--- src/sv/fbq_pkg.sv ---
// shared types and constants for the fault burst quarantine block
package fbq_pkg;

	localparam int unsigned TID_W   = 6;
	localparam int unsigned PC_W    = 64;
	localparam int unsigned LEN_W   = 4;
	localparam int unsigned TICK_IN_W = 32;
	localparam int unsigned BURST_W = 16;
	localparam int unsigned CFG_IDX_W  = 2;
	localparam int unsigned CFG_DATA_W = 32;

	typedef enum logic [2:0] {
		ACT_SKIP    = 3'd0,
		ACT_RESUME  = 3'd1,
		ACT_QUAR    = 3'd2,
		ACT_PANIC   = 3'd3,
		ACT_PARK    = 3'd4,
		ACT_HALTED  = 3'd5,
		ACT_CLEARED = 3'd6
	} action_t;

	typedef enum logic [CFG_IDX_W-1:0] {
		CFG_WINDOW_TICKS    = 2'd0,
		CFG_BURST_THRESHOLD = 2'd1,
		CFG_DETECTOR_ENABLE = 2'd2
	} cfg_index_t;

	typedef enum logic {
		KIND_FAULT = 1'b0,
		KIND_CLEAR = 1'b1
	} kind_t;

endpackage

--- src/sv/fault_burst_quarantine.sv ---
// top level of the per-task fault burst watchdog
// One word in, one word out. A fault word reads its task slot from the slot table, works out
// the burst window, count and quarantine decision in one pass and writes the slot back, so a
// new word can be taken every cycle unless in_stall holds it (during the reset sweep, or
// while a stalled result fills both registers): the slot table has one write and one read
// port, and a word that follows one for the same slot sees the fresh entry through a bypass
// on the read register. An accepted word moves from the stage 1 word register to the result
// register, where it is held until it is taken. After reset the slot table is swept to zero,
// one slot per cycle; in_stall is held high meanwhile, configuration writes are taken as
// ever. Once a kernel panic or a cpu park has been reported the block is halted: every later
// word answers "halted" with the pc unchanged until the next reset. task_id is folded onto
// the slots modulo TASK_SLOTS.
module fault_burst_quarantine #(
	parameter int unsigned TASK_SLOTS = 64,
	parameter int unsigned TICK_BITS  = 32
) (
	input  logic                               clk,
	input  logic                               arst_n,

	// configuration write port
	input  logic                               cfg_wr_en,
	input  logic [fbq_pkg::CFG_IDX_W-1:0]      cfg_index,
	input  logic [fbq_pkg::CFG_DATA_W-1:0]     cfg_data,

	// input channel
	input  logic                               in_valid,
	output logic                               in_stall,
	input  logic                               kind,
	input  logic [fbq_pkg::TID_W-1:0]          task_id,
	input  logic                               task_present,
	input  logic                               user_mode,
	input  logic                               locks_held,
	input  logic [fbq_pkg::TICK_IN_W-1:0]      now_tick,
	input  logic [fbq_pkg::PC_W-1:0]           fault_pc,
	input  logic [fbq_pkg::LEN_W-1:0]          instr_length,

	// result channel
	output logic                               out_valid,
	input  logic                               out_stall,
	output logic [2:0]                         action,
	output logic [fbq_pkg::PC_W-1:0]           next_pc,
	output logic                               enqueue_valid,
	output logic [fbq_pkg::TID_W-1:0]          enqueue_task,
	output logic [fbq_pkg::BURST_W-1:0]        burst_count
);

	localparam int unsigned SLOT_W  = $clog2(TASK_SLOTS);
	localparam int unsigned ENT_W   = TICK_BITS + fbq_pkg::BURST_W + 1;
	localparam int unsigned CMP_W   = (TICK_BITS > fbq_pkg::TICK_IN_W) ?
		TICK_BITS : fbq_pkg::TICK_IN_W;
	localparam int unsigned TID_NUM = 2 ** fbq_pkg::TID_W;
	localparam logic [fbq_pkg::BURST_W-1:0] BURST_MAX = '1;

	// configuration registers
	logic [fbq_pkg::TICK_IN_W-1:0] window_ticks_q;
	logic [fbq_pkg::BURST_W-1:0]   burst_threshold_q;
	logic                          detector_enable_q;

	always_ff @(posedge clk or negedge arst_n) begin
		if (!arst_n) begin
			window_ticks_q    <= 32'd100;
			burst_threshold_q <= 16'd10;
			detector_enable_q <= 1'b1;
		end else if (cfg_wr_en) begin
			unique case (cfg_index)
				fbq_pkg::CFG_WINDOW_TICKS:
					window_ticks_q <= cfg_data;
				fbq_pkg::CFG_BURST_THRESHOLD:
					burst_threshold_q <= cfg_data[fbq_pkg::BURST_W-1:0];
				fbq_pkg::CFG_DETECTOR_ENABLE:
					detector_enable_q <= cfg_data[0];
				default: ;
			endcase
		end
	end

	// task id to slot, a constant table worked out at elaboration
	logic [SLOT_W-1:0] slot_lut [TID_NUM];
	for (genvar g = 0; g < TID_NUM; g++) begin : g_slot_lut
		assign slot_lut[g] = SLOT_W'(g % TASK_SLOTS);
	end

	logic [SLOT_W-1:0] in_slot;
	assign in_slot = slot_lut[task_id];

	// handshake control
	logic clr_busy_q;
	logic s1_valid_q;
	logic out_valid_q;
	logic out_free;
	logic s1_adv;
	logic in_acc;

	assign out_free = !out_valid_q || !out_stall;
	assign s1_adv   = s1_valid_q && out_free;
	// once the reset sweep is done, stage 1 may take a new word when it is empty or passing its word on this edge
	assign in_stall = clr_busy_q || (s1_valid_q && !out_free);
	assign in_acc   = in_valid && !in_stall;

	// reset sweep of the slot table
	logic [SLOT_W-1:0] clr_addr_q;

	always_ff @(posedge clk or negedge arst_n) begin
		if (!arst_n) begin
			clr_busy_q <= 1'b1;
			clr_addr_q <= '0;
		end else if (clr_busy_q) begin
			clr_addr_q <= clr_addr_q + 1'b1;
			if (clr_addr_q == SLOT_W'(TASK_SLOTS - 1)) begin
				clr_busy_q <= 1'b0;
			end
		end
	end

	// stage 1 word register
	logic                        kind_s1;
	logic [fbq_pkg::TID_W-1:0]   task_id_s1;
	logic [SLOT_W-1:0]           slot_s1;
	logic                        present_s1;
	logic                        user_s1;
	logic                        locks_s1;
	logic [fbq_pkg::TICK_IN_W-1:0] now_s1;
	logic [fbq_pkg::PC_W-1:0]    pc_s1;
	logic [fbq_pkg::LEN_W-1:0]   len_s1;
	logic [ENT_W-1:0]            ent_s1;

	always_ff @(posedge clk or negedge arst_n) begin
		if (!arst_n) begin
			s1_valid_q <= 1'b0;
		end else if (in_acc) begin
			s1_valid_q <= 1'b1;
		end else if (s1_adv) begin
			s1_valid_q <= 1'b0;
		end
	end

	always_ff @(posedge clk) begin
		if (in_acc) begin
			kind_s1    <= kind;
			task_id_s1 <= task_id;
			slot_s1    <= in_slot;
			present_s1 <= task_present;
			user_s1    <= user_mode;
			locks_s1   <= locks_held;
			now_s1     <= now_tick;
			pc_s1      <= fault_pc;
			len_s1     <= instr_length;
		end
	end

	// slot table: {quarantined, burst count, window start}
	logic [ENT_W-1:0]  slot_mem_q [TASK_SLOTS];
	logic              mem_we;
	logic [SLOT_W-1:0] mem_waddr;
	logic [ENT_W-1:0]  mem_wdata;
	logic              upd_we;
	logic [ENT_W-1:0]  upd_data;

	assign mem_we    = clr_busy_q || (s1_adv && upd_we);
	assign mem_waddr = clr_busy_q ? clr_addr_q : slot_s1;
	assign mem_wdata = clr_busy_q ? '0 : upd_data;

	always_ff @(posedge clk) begin
		if (mem_we) begin
			slot_mem_q[mem_waddr] <= mem_wdata;
		end
	end

	// read register, bypassed when the word ahead writes the same slot on this edge
	always_ff @(posedge clk) begin
		if (in_acc) begin
			if (mem_we && (mem_waddr == in_slot)) begin
				ent_s1 <= mem_wdata;
			end else begin
				ent_s1 <= slot_mem_q[in_slot];
			end
		end
	end

	// decision logic
	logic                        cur_quar;
	logic [fbq_pkg::BURST_W-1:0] cur_cnt;
	logic [TICK_BITS-1:0]        cur_ws;
	logic [TICK_BITS-1:0]        tick_now;
	logic [TICK_BITS-1:0]        tick_diff;
	logic                        in_window;
	logic [fbq_pkg::BURST_W-1:0] new_cnt;
	logic [TICK_BITS-1:0]        new_ws;
	logic [fbq_pkg::PC_W-1:0]    adv_pc;
	logic                        halted_q;
	logic                        halt_set;
	fbq_pkg::action_t            act_d;
	logic [fbq_pkg::PC_W-1:0]    npc_d;
	logic                        enq_d;
	logic [fbq_pkg::TID_W-1:0]   etask_d;
	logic [fbq_pkg::BURST_W-1:0] cnt_d;

	assign cur_quar = ent_s1[ENT_W-1];
	assign cur_cnt  = ent_s1[TICK_BITS +: fbq_pkg::BURST_W];
	assign cur_ws   = ent_s1[TICK_BITS-1:0];

	// tick difference wraps at the stored tick width
	assign tick_now  = TICK_BITS'(CMP_W'(now_s1));
	assign tick_diff = tick_now - cur_ws;
	assign in_window = CMP_W'(tick_diff) <= CMP_W'(window_ticks_q);
	assign adv_pc    = pc_s1 + fbq_pkg::PC_W'(len_s1);

	always_comb begin
		new_cnt = 16'd1;
		new_ws  = tick_now;
		if (in_window) begin
			new_ws  = cur_ws;
			new_cnt = (cur_cnt == BURST_MAX) ? cur_cnt : cur_cnt + 1'b1;
		end
	end

	always_comb begin
		act_d    = fbq_pkg::ACT_RESUME;
		npc_d    = adv_pc;
		enq_d    = 1'b0;
		etask_d  = '0;
		cnt_d    = cur_cnt;
		upd_we   = 1'b0;
		upd_data = ent_s1;
		halt_set = 1'b0;
		if (halted_q) begin
			act_d = fbq_pkg::ACT_HALTED;
			npc_d = pc_s1;
		end else if (kind_s1 == fbq_pkg::KIND_CLEAR) begin
			// slot handed back to a fresh task
			act_d    = fbq_pkg::ACT_CLEARED;
			npc_d    = '0;
			cnt_d    = '0;
			upd_we   = 1'b1;
			upd_data = '0;
		end else if (present_s1 && cur_quar) begin
			act_d = fbq_pkg::ACT_SKIP;
			npc_d = pc_s1;
		end else if (!present_s1 || !user_s1) begin
			// kernel fault or no current task
			act_d    = fbq_pkg::ACT_PANIC;
			npc_d    = pc_s1;
			cnt_d    = present_s1 ? cur_cnt : '0;
			halt_set = 1'b1;
		end else if (!detector_enable_q) begin
			act_d = fbq_pkg::ACT_RESUME;
		end else begin
			upd_we   = 1'b1;
			upd_data = {cur_quar, new_cnt, new_ws};
			cnt_d    = new_cnt;
			if (new_cnt >= burst_threshold_q) begin
				if (locks_s1) begin
					// lock held, so the task cannot be torn down: park the cpu
					act_d    = fbq_pkg::ACT_PARK;
					npc_d    = pc_s1;
					halt_set = 1'b1;
				end else begin
					act_d    = fbq_pkg::ACT_QUAR;
					enq_d    = 1'b1;
					etask_d  = task_id_s1;
					upd_data = {1'b1, new_cnt, new_ws};
				end
			end
		end
	end

	// sticky halt flag
	always_ff @(posedge clk or negedge arst_n) begin
		if (!arst_n) begin
			halted_q <= 1'b0;
		end else if (s1_adv && halt_set) begin
			halted_q <= 1'b1;
		end
	end

	// result register
	logic [2:0]                  action_q;
	logic [fbq_pkg::PC_W-1:0]    next_pc_q;
	logic                        enqueue_valid_q;
	logic [fbq_pkg::TID_W-1:0]   enqueue_task_q;
	logic [fbq_pkg::BURST_W-1:0] burst_count_q;

	always_ff @(posedge clk or negedge arst_n) begin
		if (!arst_n) begin
			out_valid_q <= 1'b0;
		end else if (s1_adv) begin
			out_valid_q <= 1'b1;
		end else if (!out_stall) begin
			out_valid_q <= 1'b0;
		end
	end

	always_ff @(posedge clk) begin
		if (s1_adv) begin
			action_q        <= act_d;
			next_pc_q       <= npc_d;
			enqueue_valid_q <= enq_d;
			enqueue_task_q  <= etask_d;
			burst_count_q   <= cnt_d;
		end
	end

	assign out_valid     = out_valid_q;
	assign action        = action_q;
	assign next_pc       = next_pc_q;
	assign enqueue_valid = enqueue_valid_q;
	assign enqueue_task  = enqueue_task_q;
	assign burst_count   = burst_count_q;

	// checks
	a_halt_sticky: assert property (@(posedge clk) disable iff (!arst_n)
		halted_q |=> halted_q)
		else $error("halt flag dropped");

	a_halt_follows: assert property (@(posedge clk) disable iff (!arst_n)
		(s1_adv && halt_set) |=> (halted_q && out_valid_q &&
		((action_q == fbq_pkg::ACT_PANIC) || (action_q == fbq_pkg::ACT_PARK))))
		else $error("panic or park not followed by halt");

	a_enq_quar: assert property (@(posedge clk) disable iff (!arst_n)
		out_valid_q |-> (enqueue_valid_q == (action_q == fbq_pkg::ACT_QUAR)))
		else $error("enqueue request without quarantine");

	a_no_word_in_sweep: assert property (@(posedge clk) disable iff (!arst_n)
		clr_busy_q |-> (!s1_valid_q && !out_valid_q))
		else $error("word in flight during table sweep");

endmodule
--- config.mk ---
export PLATFORM = sky130hd
export DESIGN_NAME = fault_burst_quarantine
export DESIGN_NICKNAME = d
export VERILOG_FILES = /design/src/sv/fbq_pkg.sv /design/src/sv/fault_burst_quarantine.sv
export SDC_FILE = /design/constraint.sdc
export NUM_CORES = 2
export LEC_CHECK = 0
export ABC_CLOCK_PERIOD_IN_PS = 28100
export BUFFER_PORTS_ARGS = -buffer_cell sky130_fd_sc_hd__buf_4
export CORE_AREA = 2 2 500 750
export CTS_CLUSTER_SIZE = 25
export DETAILED_ROUTE_END_ITERATION = 16
export DIE_AREA = 0 0 502 752
export PLACE_DENSITY = 0.56
export SYNTH_ARGS = -nofsm -noshare
export SYNTH_HDL_FRONTEND = slang
export SYNTH_SLANG_ARGS = --single-unit
export TNS_END_PERCENT = 50
--- constraint.sdc ---
create_clock -name clk -period 28.1 [get_ports clk]
set_clock_uncertainty 0.2 [all_clocks]
set_input_delay 5.62 -clock clk [delete_from_list [all_inputs] [get_ports clk]]
set_output_delay 5.62 -clock clk [all_outputs]
set_load 0.005 [all_outputs]
==> metrics.yaml <==
timing:
  max_slew.worst_pin.slew_ns: 1.376
  tns_ns: 0
  rsz0062_at_grt: "no"
  final-setup-viol-count: 0
  fmax_mhz: 83.46
  report.final.hold_viol_count: 0
  slew_violations: 0
  slew_headroom: 0.08077
  finalCritPeriodShare: 0.4264
  fin_crit_ns: 11.98
  hold_ws_ns: 0.3216
floorplanning:
  die_width_microns: 502
  ios: 241
  initial_core_util: 0.3687
  die_y_microns: 752
  rows: 274
  core_area_sq_um: 370600
  die_area_sq_um: 377500
clock_tree:
  clock_latency_ns: 0.92
  clkTransAtPathRegs_ns: 0.06
  hold_buffers: 0
  cts_tree: "done"
  cts-buffers-inserted: 315
  root_buffer: "clkbuf_16"
  postCtsSetupBuffers: 0
  cts.sinks: 3444
  htreeDepth: 5
  cts_buffer_depth: 4
  post_cts_resized: 0
yosys:
  synth-main-ff-cell: "edfxtp_1"
  ys_async_sr_fraction: 0.01713
  synth_seq_area_share: 0.7549
  ys_ff_latch: 3444
  ys_warn_count: 0
  ys_types: 81
  postSynthNetCount: 6470
  syn_area_sq_um: 136600
  postSynthAreaPerCell_sq_um: 21.92
  synth_edf_count: 3385
  postSynthCellCount: 6234
power_and_ir_drop:
  p_int_mw: 8.789
  power_leakage_nw: 49.20
  comb_power_share: 0.103
  clkPwrFrac: 0.372
  p_sw_frac: 0.2412
  p_switching_mw: 2.795
  peakVddDrop_mv: 0.05213
  p_per_area_nw_per_um2: 74.17
  seq_power_share: 0.525
worst_setup_path:
  cp-start-kind: "input pin"
  crit_path_max_fanout: 3
  crit_type: "in2out"
  required_ns: 22.28
  arrival_ns: 6.16
  worst_setup_path_end_kind: "output pin"
drt:
  dr_total_vias: 69849
  drt-initial-drc-count: 8589
  dr.pass1.iters: 6
  post_drt_wl_per_cell_microns: 35.17
  detail-route-antenna-nets: 0
  viasPerCell: 5.867
  drc: 0
  wirelength_mm: 418.7
placed_design:
  hpwl_mm: 226.1
  numPortBuffers: 240
  gp_congestion: 0.8480
min_path:
  hold_class: "reg2reg"
global_route:
  grt_use_total: 0.2182
  grt_max_degree: 131
  grt_pass1_wl_mm: 574.1
  antenna_found_initial: 10
  grt-ovfl-total: 0
  grt_pass1_vias: 70079
layout:
  final_layout_size_suffix_gt1_frac: 0.3055
  nets: 6918
  final_common_cell: "edfxtp_1"
  syn_to_final_growth_pct: 14.31
  final_cell_mix: "edfxtp_1, mux4_2, buf_4"
run_status:
  status: "finished, final reports clean"
job:
  max_cap_violations: 0
==> Yosys cell counts, types with 26 or more instances <==
| master | instances | area share |
|---|---|---|
| mux4_2 | 1022 | 0.17 |
| nor2_1 | 154 | 0.0042 |
| mux2i_1 | 26 | 0.0019 |
| and3_1 | 33 | 0.0015 |
| buf_2 | 97 | 0.0036 |
| inv_1 | 111 | 0.0030 |
| ha_1 | 85 | 0.0078 |
| xnor2_1 | 41 | 0.0026 |
| o211ai_1 | 37 | 0.0020 |
| buf_1 | 33 | 0.00091 |
| o41ai_1 | 29 | 0.0019 |
| nand2b_1 | 40 | 0.0018 |
| nand2_1 | 188 | 0.0052 |
| a31oi_1 | 26 | 0.0012 |
| nor3_1 | 28 | 0.0010 |
| o21ai_0 | 103 | 0.0038 |
| dfrtp_1 | 52 | 0.0095 |
| mux2_2 | 39 | 0.0032 |
| edfxtp_1 | 3385 | 0.74 |
| nand4_1 | 44 | 0.0020 |
| nand3_1 | 60 | 0.0022 |
| a21oi_1 | 94 | 0.0034 |
| clkbuf_1 | 196 | 0.0054 |
==> state kept, by name, indices dropped and copies added, names as in the netlist, 3 cells and up <==
signal             count
ent_s1                49
burst_count           16
window_ticks_q        32
pc_s1                 64
now_s1                32
burst_threshold_q     16
len_s1                 4
next_pc               64
clr_addr_q             6
slot_mem_q          3136
enqueue_task           6
action                 3
task_id_s1             6
==> critical path, stage by stage <==
cell     delay, ns
buf_4         0.12
a31oi_1       0.22
inv_1         0.06
buf_4         0.13
==> power by group through the flow <==
| stage | combinational (mW) | clock, mW | sequential (mW) |
|---|---|---|---|
| finish | 1.19 | 4.31 | 6.08 |
| global placement | 1.14 | 0 | 6.19 |
| global route | 1.28 | 4.56 | 6.08 |
| detailed placement | 1.19 | 0 | 6.19 |
| CTS | 1.19 | 4.38 | 6.08 |
| floorplan | 0.704 | 0 | 6.19 |
==> layout make-up <==
cell class | instances | area (sq um)
Multi-Input combinational cell | 2346 | 32700
Sequential cell | 3444 | 103100
Timing Repair Buffer | 463 | 3632
Inverter | 112 | 420.4
Clock inverter | 179 | 1755
Fill cell | 31803 | 214400
Tap cell | 4968 | 6216
Clock buffer | 385 | 8302
Antenna cell | 8 | 20.02
==> path summary, 6_finish.rpt <==
check	startpoint	end	cells past startpoint	slack, ns
max in group asynchronous	arst_n	halted_q	1	22.48
min in group asynchronous	arst_n	window_ticks_q[22]	1	4.63
hold reg to reg	burst_threshold_q[4]	burst_threshold_q[4]	1	0.32
setup / recovery	out_stall	in_stall	4	16.12
hold / removal	burst_threshold_q[4]	burst_threshold_q[4]	1	0.32
setup reg to reg	ent_s1[11]	next_pc[19]	26	19.29
==> per-stage QoR <==
stage	instance area, sq um	std cells	utilization	power [mW]	worst slack (ns)
after floorplan	136600	6234	-	6.892	16.44
after global placement	146100	11331	0.3941	7.331	16.09
after detailed placement	146100	11331	0.3941	7.379	16.05
after CTS	156100	11895	0.4212	11.65	16.13
after global routing	156200	11901	0.4214	11.92	16.10
final	156200	11905	0.4214	11.58	16.12
==> metal layers <==
metal | routed length (microns) | share of wire | vias up | track usage
li1 | - | - | 27309 | -
met1 | 155300 | 0.37 | 38723 | 0.2709
met2 | 218500 | 0.52 | 3116 | 0.3868
met3 | 29320 | 0.070 | 697 | 0.03297
met4 | 15510 | 0.037 | 4 | 0.07700
met5 | 27 | 0.000064 | - | 0
==> cells by family after synthesis <==
kind of cell | share of synthesized area
adder cells (fa/ha/maj) | 0.008077
AO/OA/AOI/OAI | 0.02327
buffers and inverters | 0.01333
XOR/XNOR | 0.003526
flip-flops | 0.7549
AND/OR/NAND/NOR | 0.02333
multiplexers | 0.1736
Power figures use the tool's default switching activity.
